<file path="src/rtl/led_breathing_brightness_controller_assert.svh">
// Assertion macros used by the LED breathing controller state module.
`ifndef LED_BREATHING_BRIGHTNESS_CONTROLLER_ASSERT_SVH
`define LED_BREATHING_BRIGHTNESS_CONTROLLER_ASSERT_SVH

// A condition that must hold at every clock edge outside reset.
`define LBBC_ASSERT_ALWAYS(lbl, clk, rstn, cond) \
    lbl: assert property (@(posedge clk) disable iff (!rstn) (cond)) \
        else $error("lbbc invariant violated");

// A trigger that must be followed by a condition in the next cycle.
`define LBBC_ASSERT_NEXT(lbl, clk, rstn, trig, cond) \
    lbl: assert property (@(posedge clk) disable iff (!rstn) (trig) |=> (cond)) \
        else $error("lbbc next-cycle check failed");

`endif

</file>
<file path="src/rtl/lbbc_pkg.sv">
// Types, constants and the duty lookup table of the LED breathing controller.
package lbbc_pkg;

    localparam int DUTY_BITS = 13;
    localparam int DUTY_FULL = (1 << DUTY_BITS) - 1;
    localparam int PCT_BITS  = 7;
    localparam int IVL_BITS  = 10;
    localparam int PCT_MAX   = 100;

    localparam logic [PCT_BITS-1:0] PCT_FULL       = PCT_BITS'(PCT_MAX);
    localparam logic [PCT_BITS-1:0] ON_DEFAULT_PCT = 7'd80;
    localparam logic [IVL_BITS-1:0] IVL_MIN        = 10'd10;
    localparam logic [IVL_BITS-1:0] IVL_MAX        = 10'd1000;

    // Preset breathe settings loaded on device state changes.
    localparam logic [PCT_BITS-1:0] SPEAK_LOW      = 7'd20;
    localparam logic [PCT_BITS-1:0] SPEAK_HIGH     = 7'd100;
    localparam logic [IVL_BITS-1:0] SPEAK_IVL      = 10'd25;
    localparam logic [PCT_BITS-1:0] LISTEN_LOW     = 7'd5;
    localparam logic [PCT_BITS-1:0] LISTEN_HIGH    = 7'd40;
    localparam logic [IVL_BITS-1:0] LISTEN_IVL     = 10'd60;

    // Reset values.
    localparam logic [PCT_BITS-1:0] RST_BRIGHT     = 7'd100;
    localparam logic [PCT_BITS-1:0] RST_LOW        = 7'd5;
    localparam logic [PCT_BITS-1:0] RST_HIGH       = 7'd80;
    localparam logic [IVL_BITS-1:0] RST_IVL        = 10'd40;
    localparam logic [PCT_BITS-1:0] RST_WAVE       = 7'd20;

    typedef enum logic [2:0] {
        KIND_TICK_MS             = 3'd0,
        KIND_ON                  = 3'd1,
        KIND_OFF                 = 3'd2,
        KIND_BREATHE_ON          = 3'd3,
        KIND_BREATHE_OFF         = 3'd4,
        KIND_SET_BRIGHTNESS      = 3'd5,
        KIND_DEVICE_STATE_CHANGE = 3'd6
    } cmd_kind_t;

    typedef enum logic [2:0] {
        DEV_UNKNOWN       = 3'd0,
        DEV_IDLE          = 3'd1,
        DEV_LISTENING     = 3'd2,
        DEV_SPEAKING      = 3'd3,
        DEV_AUDIO_TESTING = 3'd4
    } dev_state_t;

    typedef struct packed {
        cmd_kind_t           kind;
        logic [PCT_BITS-1:0] low_percent;
        logic [PCT_BITS-1:0] high_percent;
        logic [IVL_BITS-1:0] period_ms;
        logic [PCT_BITS-1:0] percent;
        dev_state_t          device_state;
    } in_word_t;

    typedef struct packed {
        logic [DUTY_BITS-1:0] duty;
        logic                 power_on;
        logic [PCT_BITS-1:0]  brightness;
        logic                 breathing;
    } out_word_t;

    typedef struct packed {
        logic [PCT_BITS-1:0]  bright_level;
        logic                 breath_en;
        logic [PCT_BITS-1:0]  bound_low;
        logic [PCT_BITS-1:0]  bound_high;
        logic [IVL_BITS-1:0]  step_interval;
        logic [IVL_BITS-1:0]  ms_counter;
        logic [PCT_BITS-1:0]  wave_level;
        logic                 rising;
        logic                 forced_off;
        logic [DUTY_BITS-1:0] duty;
        logic                 power;
    } ctl_state_t;

    typedef logic [DUTY_BITS-1:0] duty_lut_t [0:PCT_MAX];

    // Duty for each percent, rounded down, built at elaboration.
    function automatic duty_lut_t build_duty_lut();
        duty_lut_t lut;
        for (int i = 0; i <= PCT_MAX; i++) begin
            lut[i] = DUTY_BITS'((i * DUTY_FULL) / PCT_MAX);
        end
        return lut;
    endfunction

    localparam duty_lut_t DUTY_LUT = build_duty_lut();

endpackage

</file>
<file path="src/rtl/led_breathing_brightness_controller.sv">
// Top level of the LED breathing brightness controller.
//
//  Channel  Ports                       Word
//  -------  --------------------------  ----------------------------------------
//  input    s_valid, s_ready, s_data    command: kind, bounds, interval, percent
//  result   m_valid, m_ready, m_data    duty, power_on, brightness, breathing
//
// One word is accepted per cycle while s_ready is high, and each command
// produces exactly one result word. A command is held in the input register
// and applied to the controller state by combinational update logic once
// the output register is free; the result is loaded there and m_valid rises.
// Reset is synchronous on aresetn low and loads the power-up brightness, bounds
// and interval; both word registers come up empty.
// While m_ready is low the held result stays put and one more command still
// fits in the input register before s_ready drops.
module led_breathing_brightness_controller (
    input  logic                aclk,
    input  logic                aresetn,
    input  logic                s_valid,
    output logic                s_ready,
    input  lbbc_pkg::in_word_t  s_data,
    output logic                m_valid,
    input  logic                m_ready,
    output lbbc_pkg::out_word_t m_data
);

    logic                word_valid;
    lbbc_pkg::in_word_t  word;
    logic                out_free;
    logic                fire;
    lbbc_pkg::out_word_t result;

    // A held command is applied exactly when its result has somewhere to go.
    // The state update and the output load happen on the same edge, which keeps
    // results in command order with nothing lost or repeated.
    assign fire = word_valid && out_free;

    lbbc_in_reg u_in_reg (
        .aclk       (aclk),
        .aresetn    (aresetn),
        .s_valid    (s_valid),
        .s_ready    (s_ready),
        .s_data     (s_data),
        .take       (fire),
        .word_valid (word_valid),
        .word       (word)
    );

    // Brightness, breathe wave, tick counter and duty live here.
    lbbc_state u_state (
        .aclk    (aclk),
        .aresetn (aresetn),
        .fire    (fire),
        .cmd     (word),
        .result  (result)
    );

    lbbc_out_reg u_out_reg (
        .aclk     (aclk),
        .aresetn  (aresetn),
        .load     (fire),
        .result   (result),
        .out_free (out_free),
        .m_valid  (m_valid),
        .m_ready  (m_ready),
        .m_data   (m_data)
    );

endmodule

</file>
<file path="src/rtl/lbbc_in_reg.sv">
// Input register that holds one command word until the update logic takes it.
module lbbc_in_reg (
    input  logic              aclk,
    input  logic              aresetn,
    input  logic              s_valid,
    output logic              s_ready,
    input  lbbc_pkg::in_word_t s_data,
    input  logic              take,
    output logic              word_valid,
    output lbbc_pkg::in_word_t word
);

    logic               valid_reg;
    logic               valid_next;
    lbbc_pkg::in_word_t word_reg;

    // A new word may enter whenever the slot is empty or is being emptied now.
    assign s_ready = !valid_reg || take;

    always_comb begin
        valid_next = valid_reg;
        if (s_valid && s_ready) begin
            valid_next = 1'b1;
        end else if (take) begin
            valid_next = 1'b0;
        end
    end

    always_ff @(posedge aclk) begin
        if (!aresetn) begin
            valid_reg <= 1'b0;
        end else begin
            valid_reg <= valid_next;
        end
    end

    always_ff @(posedge aclk) begin
        if (s_valid && s_ready) begin
            word_reg <= s_data;
        end
    end

    assign word_valid = valid_reg;
    assign word       = word_reg;

endmodule

</file>
<file path="src/rtl/lbbc_state.sv">
// Controller state registers and the combinational command update logic.
`include "led_breathing_brightness_controller_assert.svh"

module lbbc_state (
    input  logic                aclk,
    input  logic                aresetn,
    input  logic                fire,
    input  lbbc_pkg::in_word_t  cmd,
    output lbbc_pkg::out_word_t result
);

    lbbc_pkg::ctl_state_t state_reg;
    lbbc_pkg::ctl_state_t state_next;

    logic [lbbc_pkg::PCT_BITS-1:0] lo_sat;
    logic [lbbc_pkg::PCT_BITS-1:0] hi_sat;
    logic [lbbc_pkg::PCT_BITS-1:0] pct_sat;
    logic [lbbc_pkg::PCT_BITS-1:0] lo_ord;
    logic [lbbc_pkg::PCT_BITS-1:0] hi_ord;
    logic [lbbc_pkg::IVL_BITS-1:0] ivl_clamp;
    logic [lbbc_pkg::IVL_BITS-1:0] cnt_inc;
    logic                          step_due;
    logic [lbbc_pkg::PCT_BITS-1:0] wave_step;
    logic                          rising_step;
    logic [lbbc_pkg::PCT_BITS-1:0] on_level;
    logic [lbbc_pkg::PCT_BITS-1:0] lut_idx;
    logic                          load_duty;

    function automatic logic [lbbc_pkg::PCT_BITS-1:0] sat_pct(
        input logic [lbbc_pkg::PCT_BITS-1:0] v
    );
        return (v > lbbc_pkg::PCT_FULL) ? lbbc_pkg::PCT_FULL : v;
    endfunction

    always_comb begin
        lo_sat  = sat_pct(cmd.low_percent);
        hi_sat  = sat_pct(cmd.high_percent);
        pct_sat = sat_pct(cmd.percent);
        lo_ord  = (lo_sat > hi_sat) ? hi_sat : lo_sat;
        hi_ord  = (lo_sat > hi_sat) ? lo_sat : hi_sat;

        if (cmd.period_ms < lbbc_pkg::IVL_MIN) begin
            ivl_clamp = lbbc_pkg::IVL_MIN;
        end else if (cmd.period_ms > lbbc_pkg::IVL_MAX) begin
            ivl_clamp = lbbc_pkg::IVL_MAX;
        end else begin
            ivl_clamp = cmd.period_ms;
        end

        // The counter stays below the interval, so the increment cannot wrap.
        cnt_inc  = state_reg.ms_counter + 10'd1;
        step_due = (cnt_inc >= state_reg.step_interval);

        // One breathe step: move one percent and turn round at the bounds.
        if (state_reg.rising) begin
            if ((state_reg.wave_level + 7'd1) >= state_reg.bound_high) begin
                wave_step   = state_reg.bound_high;
                rising_step = 1'b0;
            end else begin
                wave_step   = state_reg.wave_level + 7'd1;
                rising_step = 1'b1;
            end
        end else begin
            if (state_reg.wave_level <= (state_reg.bound_low + 7'd1)) begin
                wave_step   = state_reg.bound_low;
                rising_step = 1'b1;
            end else begin
                wave_step   = state_reg.wave_level - 7'd1;
                rising_step = 1'b0;
            end
        end

        on_level = (state_reg.bright_level == '0) ? lbbc_pkg::ON_DEFAULT_PCT
                                                  : state_reg.bright_level;

        state_next = state_reg;
        lut_idx    = state_reg.bright_level;
        load_duty  = 1'b0;

        unique case (cmd.kind)
            lbbc_pkg::KIND_TICK_MS: begin
                if (state_reg.breath_en) begin
                    if (step_due) begin
                        state_next.ms_counter = '0;
                        state_next.wave_level = wave_step;
                        state_next.rising     = rising_step;
                        // While forced off the wave still moves, but the LED holds.
                        if (!state_reg.forced_off) begin
                            state_next.bright_level = wave_step;
                            if (wave_step != '0) begin
                                state_next.power = 1'b1;
                            end
                            lut_idx   = wave_step;
                            load_duty = 1'b1;
                        end
                    end else begin
                        state_next.ms_counter = cnt_inc;
                    end
                end
            end
            lbbc_pkg::KIND_ON: begin
                state_next.forced_off   = 1'b0;
                state_next.power        = 1'b1;
                state_next.bright_level = on_level;
                lut_idx                 = on_level;
                load_duty               = 1'b1;
            end
            lbbc_pkg::KIND_OFF: begin
                state_next.forced_off   = 1'b1;
                state_next.breath_en    = 1'b0;
                state_next.ms_counter   = '0;
                state_next.bright_level = '0;
                state_next.duty         = '0;
                state_next.power        = 1'b0;
            end
            lbbc_pkg::KIND_BREATHE_ON: begin
                state_next.forced_off    = 1'b0;
                state_next.bound_low     = lo_ord;
                state_next.bound_high    = hi_ord;
                state_next.step_interval = ivl_clamp;
                state_next.wave_level    = lo_ord;
                state_next.rising        = 1'b1;
                state_next.breath_en     = 1'b1;
                state_next.ms_counter    = '0;
                state_next.power         = 1'b1;
            end
            lbbc_pkg::KIND_BREATHE_OFF: begin
                state_next.breath_en  = 1'b0;
                state_next.ms_counter = '0;
            end
            lbbc_pkg::KIND_SET_BRIGHTNESS: begin
                state_next.breath_en    = 1'b0;
                state_next.ms_counter   = '0;
                state_next.bright_level = pct_sat;
                if (pct_sat == '0) begin
                    state_next.forced_off = 1'b1;
                    state_next.duty       = '0;
                    state_next.power      = 1'b0;
                end else begin
                    state_next.forced_off = 1'b0;
                    state_next.power      = 1'b1;
                    lut_idx               = pct_sat;
                    load_duty             = 1'b1;
                end
            end
            lbbc_pkg::KIND_DEVICE_STATE_CHANGE: begin
                if (state_reg.forced_off) begin
                    state_next.breath_en    = 1'b0;
                    state_next.ms_counter   = '0;
                    state_next.bright_level = '0;
                    state_next.duty         = '0;
                    state_next.power        = 1'b0;
                end else begin
                    unique case (cmd.device_state) inside
                        lbbc_pkg::DEV_SPEAKING: begin
                            state_next.bound_low     = lbbc_pkg::SPEAK_LOW;
                            state_next.bound_high    = lbbc_pkg::SPEAK_HIGH;
                            state_next.step_interval = lbbc_pkg::SPEAK_IVL;
                            state_next.wave_level    = lbbc_pkg::SPEAK_LOW;
                            state_next.rising        = 1'b1;
                            state_next.breath_en     = 1'b1;
                            state_next.ms_counter    = '0;
                            state_next.power         = 1'b1;
                        end
                        lbbc_pkg::DEV_LISTENING, lbbc_pkg::DEV_AUDIO_TESTING: begin
                            state_next.bound_low     = lbbc_pkg::LISTEN_LOW;
                            state_next.bound_high    = lbbc_pkg::LISTEN_HIGH;
                            state_next.step_interval = lbbc_pkg::LISTEN_IVL;
                            state_next.wave_level    = lbbc_pkg::LISTEN_LOW;
                            state_next.rising        = 1'b1;
                            state_next.breath_en     = 1'b1;
                            state_next.ms_counter    = '0;
                            state_next.power         = 1'b1;
                        end
                        default: begin
                            state_next.breath_en  = 1'b0;
                            state_next.ms_counter = '0;
                        end
                    endcase
                end
            end
            default: begin
                state_next = state_reg;
            end
        endcase

        if (load_duty) begin
            state_next.duty = lbbc_pkg::DUTY_LUT[lut_idx];
        end

        result.duty       = state_next.duty;
        result.power_on   = state_next.power;
        result.brightness = state_next.bright_level;
        result.breathing  = state_next.breath_en;
    end

    always_ff @(posedge aclk) begin
        if (!aresetn) begin
            state_reg.bright_level  <= lbbc_pkg::RST_BRIGHT;
            state_reg.breath_en     <= 1'b0;
            state_reg.bound_low     <= lbbc_pkg::RST_LOW;
            state_reg.bound_high    <= lbbc_pkg::RST_HIGH;
            state_reg.step_interval <= lbbc_pkg::RST_IVL;
            state_reg.ms_counter    <= '0;
            state_reg.wave_level    <= lbbc_pkg::RST_WAVE;
            state_reg.rising        <= 1'b1;
            state_reg.forced_off    <= 1'b0;
            state_reg.duty          <= '0;
            state_reg.power         <= 1'b1;
        end else if (fire) begin
            state_reg <= state_next;
        end
    end

    // Forced off always leaves the LED dark and unpowered.
    `LBBC_ASSERT_ALWAYS(a_forced_dark, aclk, aresetn,
        !state_reg.forced_off || (state_reg.duty == '0 && !state_reg.power))

    // The tick counter only runs while breathing, and stays below the interval.
    `LBBC_ASSERT_ALWAYS(a_counter_range, aclk, aresetn,
        (state_reg.breath_en || state_reg.ms_counter == '0) &&
        (state_reg.ms_counter < state_reg.step_interval))

    // Bounds stay ordered and brightness never exceeds full scale.
    `LBBC_ASSERT_ALWAYS(a_level_range, aclk, aresetn,
        state_reg.bound_low <= state_reg.bound_high &&
        state_reg.bright_level <= lbbc_pkg::PCT_FULL)

    // A breathe-off command always leaves the effect disabled.
    `LBBC_ASSERT_NEXT(a_breathe_stop, aclk, aresetn,
        fire && cmd.kind == lbbc_pkg::KIND_BREATHE_OFF, !state_reg.breath_en)

endmodule

</file>
<file path="src/rtl/lbbc_out_reg.sv">
// Output register that holds one result word until the consumer takes it.
module lbbc_out_reg (
    input  logic                aclk,
    input  logic                aresetn,
    input  logic                load,
    input  lbbc_pkg::out_word_t result,
    output logic                out_free,
    output logic                m_valid,
    input  logic                m_ready,
    output lbbc_pkg::out_word_t m_data
);

    logic                valid_reg;
    logic                valid_next;
    lbbc_pkg::out_word_t data_reg;

    // The slot can take a new result when empty or when its word leaves now.
    assign out_free = !valid_reg || m_ready;

    always_comb begin
        valid_next = valid_reg;
        if (load) begin
            valid_next = 1'b1;
        end else if (m_ready) begin
            valid_next = 1'b0;
        end
    end

    always_ff @(posedge aclk) begin
        if (!aresetn) begin
            valid_reg <= 1'b0;
        end else begin
            valid_reg <= valid_next;
        end
    end

    always_ff @(posedge aclk) begin
        if (load) begin
            data_reg <= result;
        end
    end

    assign m_valid = valid_reg;
    assign m_data  = data_reg;

endmodule

</file>
<file path="config.mk">
export PLATFORM = sky130hd
export DESIGN_NAME = led_breathing_brightness_controller
export DESIGN_NICKNAME = d
export VERILOG_FILES = /design/src/rtl/lbbc_pkg.sv /design/src/rtl/led_breathing_brightness_controller.sv /design/src/rtl/lbbc_in_reg.sv /design/src/rtl/lbbc_state.sv /design/src/rtl/lbbc_out_reg.sv
export VERILOG_INCLUDE_DIRS = /design/src /design/src/rtl
export SDC_FILE = /design/constraint.sdc
export NUM_CORES = 1
export LEC_CHECK = 0
export BUFFER_PORTS_ARGS = -buffer_cell sky130_fd_sc_hd__buf_4
export CORE_MARGIN = 10
export CORE_UTILIZATION = 50
export CTS_BUF_LIST = sky130_fd_sc_hd__clkbuf_2
export DETAILED_ROUTE_END_ITERATION = 7
export HOLD_SLACK_MARGIN = 0.08
export PLACE_DENSITY = 0.77
export SYNTH_ARGS = -nofsm -noshare
export SYNTH_HDL_FRONTEND = slang
export SYNTH_SLANG_ARGS = --single-unit
</file>
<file path="constraint.sdc">
create_clock -name aclk -period 4.3 [get_ports aclk]
set_input_delay 0.43 -clock aclk [delete_from_list [all_inputs] [get_ports aclk]]
set_output_delay 0.43 -clock aclk [all_outputs]
set_load 0.005 [all_outputs]
</file>
==> flow_summary.json <==
{
  "cts_root_buffer": "clkbuf_2",
  "hold_violations": 0,
  "final_nets": 1367,
  "die_w_um": 153.9,
  "final_common_cell": "buf_4",
  "ant_nets": 0,
  "wl_mm": 32.73,
  "status": "finished with violations",
  "gp_congestion": 0.9712,
  "synth_compound_area_frac": 0.2802,
  "max_slew_margin": 0.3603,
  "setup-tns-final_ps": -511.0,
  "synthArstFlopShare": 0,
  "rows": 48,
  "synth.largest_area_cell": "edfxtp_1",
  "yosys.area.top_type_share": 0.1976,
  "synthAdderAreaFrac": 0.06976,
  "ir_drop_mv": 0.3229,
  "critPathBufInv": 1,
  "layout_min_cycle_time_ps": 4428,
  "synth-edff-count": 59,
  "num_vias": 9677,
  "syn_avg_cell_area_um2": 8.484,
  "cp.required_ps": 4790,
  "startpoint_type": "flop",
  "cts.path.max_buffers": 2,
  "placedCellCount": 1403,
  "yosysSeqAreaShare": 0.3471,
  "htreeDepth": 4,
  "worstMarginPinSlew_ps": 955.4,
  "pwr_density_cell_nw_per_um2": 270.9,
  "cts_inserted_buffers": 17,
  "path_depth": 18,
  "worstPathMaxFanout": 7,
  "drcViolationCount": 0,
  "arrival_ps": 4920,
  "cp_slowest_stage_delay_ps": 430,
  "wl_per_cell_um": 21.60,
  "setup_violations": 8,
  "ios": 65,
  "violations": "setup timing",
  "syn_nets": 1148,
  "endpoint_kind": "flop",
  "synth_cells": 1057,
  "final_layout_size_suffix_gt1_frac": 0.3220,
  "fin_skew_ps": 43.86,
  "leakagePower_nw": 4.936,
  "slew_violations": 0,
  "layout_setup_ws_ps": -128.2,
  "grt_antenna_before_repair": 1,
  "fin_util": 0.7080,
  "core_region_area_um2": 17420,
  "hold_path.class": "input pin to flop",
  "cpLargestDelayFamily": "compound AO/OA/AOI/OAI gates",
  "dr.pass1.iters": 6,
  "cts_tree": "done",
  "synth_top_family_by_area": "compound AO/OA/AOI/OAI gates",
  "grt_pass1_wl_mm": 49.45,
  "power_mw": 3.340,
  "yosys-top-cells-area": "edfxtp_1 20%, dfxtp_1 15%, ha_1 7.0%, nand2_1 5.1%, nor2_1 4.5%",
  "hpwl_mm": 21.43,
  "largest_register_ffs": 65,
  "reg2reg_depth": 18,
  "final_cell_mix": "197 x buf_4, 114 x nand2_1, 99 x nor2_1",
  "synth_seq_cells": 126,
  "area_delta_synth_final_pct": 37.51,
  "cap_viol_max_count": 0,
  "critPathKind": "flop to flop",
  "fmax_ghz": 0.2258,
  "io_buffers": 64,
  "holdPathStages": 2,
  "ys.flop_type": "dfxtp_1",
  "syn_area_um2": 8967,
  "clkLatencyLatePin_ps": 720,
  "cts_sinks": 126,
  "viasPerCell": 6.387,
  "yosys_warnings": 0,
  "synth_xor_area_frac": 0.02246,
  "initial_utilization": 0.5149,
  "finalCritPeriodShare": 1.030,
  "grt_overflow": 0,
  "cpMaxStageDelayCell": "dfxtp_4",
  "synth_cell_types": 98,
  "crit_chain": "ha_4 > nand3_4 > nor2_4 > nand3_2 > xnor2_2 > ha_1 > nand4_1 > a211oi_2 > nor3_4 > a211oi_4 > nand4_1 > a22oi_4 > ha_4 > buf_8 > or3_4 > a311oi_2 > a211oi_2 > a22o_1",
  "grtUsageTotal": 0.2523,
  "rsz0062_at_grt": "true",
  "die_area_um2": 23690,
  "grt_start_max_net_pins": 41,
  "die_h_um": 153.9,
  "synth_simple_gate_area_frac": 0.1900,
  "synthMuxAreaShare": 0.03098,
  "cts.clk_slew.worst_paths_ps": 250,
  "stdcell_count": 1515,
  "first_global_vias": 9020,
  "fillers": 1246,
  "drt_iter0_markers": 1198
}
-- kinds of logic (layout without fill, tap and decap cells) --
kind of cell	after synthesis	after routing
simple gates	367	367
compound gates	347	347
flops	126	126
buf+inv	117	349
fa+ha+maj	50	50
mux	27	27
xor+xnor	23	23
other cells	0	1
-- report_power, final --
group	total, mW	internal [mW]	switching (mW)
Clock	0.890	0.348	0.542
Combinational	1.09	0.484	0.601
Sequential	1.36	1.32	0.0446
Total	3.34	2.15	1.19
-- timing repair --
action / in CTS / in global routing
hold endpoints to repair: 57 / 0
hold buffers: 41 / 0
buffers inserted: 7 / 29
endpoints found under the setup margin: 19 / 26
pin swaps: 18 / 70
gates resized for setup: 29 / 164
cloned: 0 / 2
-- worst paths after layout --
| check | to | start | slack (ps) |
|---|---|---|---|
| worst max-delay path | u_out_reg.m_data[14] | u_state.state_reg[24] | -130 |
| worst min-delay path | u_in_reg.word[24] | s_data[24] | 400 |
| worst max register to register | u_out_reg.m_data[14] | u_state.state_reg[24] | -130 |
| worst min register to register | u_state.state_reg[7] | u_state.state_reg[7] | 470 |
-- per-stage QoR --
| step | hold slack (ps) | cell area (µm²) | worst slack [ps] |
|---|---|---|---|
| 2_1_floorplan | 424.7 | 9001 | 28.84 |
| 3_3_place_gp | 435.2 | 10430 | -6.502 |
| 3_5_place_dp | 445.7 | 10430 | -123.0 |
| 4_1_cts | 359.3 | 11290 | -17.75 |
| 5_1_grt | 352.0 | 12330 | -285.2 |
| 6_report | 397.7 | 12330 | -128.2 |
-- synthesized netlist by cell type (7+ instances only) --
library cell / number
clkbuf_1: 33
xnor2_1: 11
nand3_1: 54
a311oi_1: 7
o21ai_0: 57
inv_1: 45
ha_1: 50
xor2_1: 12
o22ai_1: 8
nand2_1: 121
o21ai_1: 10
a21o_1: 16
a211oi_1: 18
buf_2: 23
a21oi_1: 72
nor2_1: 107
and3_1: 12
nor3_1: 13
o211ai_1: 20
a22oi_1: 19
o31ai_1: 7
a221oi_1: 8
a31oi_1: 15
edfxtp_1: 59
mux2i_1: 24
and2_1: 7
nor2b_1: 9
nand2b_1: 9
dfxtp_1: 67
-- routing by layer --
layer  up-vias  wire [µm]  GRT usage
li1       4381          -          -
met1      4615      13250     0.3360
met2       577      15210     0.3988
met3       104       3183    0.05467
met4         0       1078    0.07827
met5         -          0          0
-- cell type report --
| cell class | instances | area, µm² | area share |
|---|---|---|---|
| clock buffers | 17 | 85.08 | 0.006900 |
| well taps | 225 | 281.5 | 0.02283 |
| inverters | 50 | 211.5 | 0.01715 |
| clock inverters | 15 | 197.7 | 0.01603 |
| repair buffers | 267 | 2316 | 0.1878 |
| flip-flops and latches | 126 | 3138 | 0.2545 |
| diodes | 1 | 2.502 | 0.0002029 |
| multi-input cells | 814 | 6098 | 0.4946 |
Power figures use the tool's default switching activity.
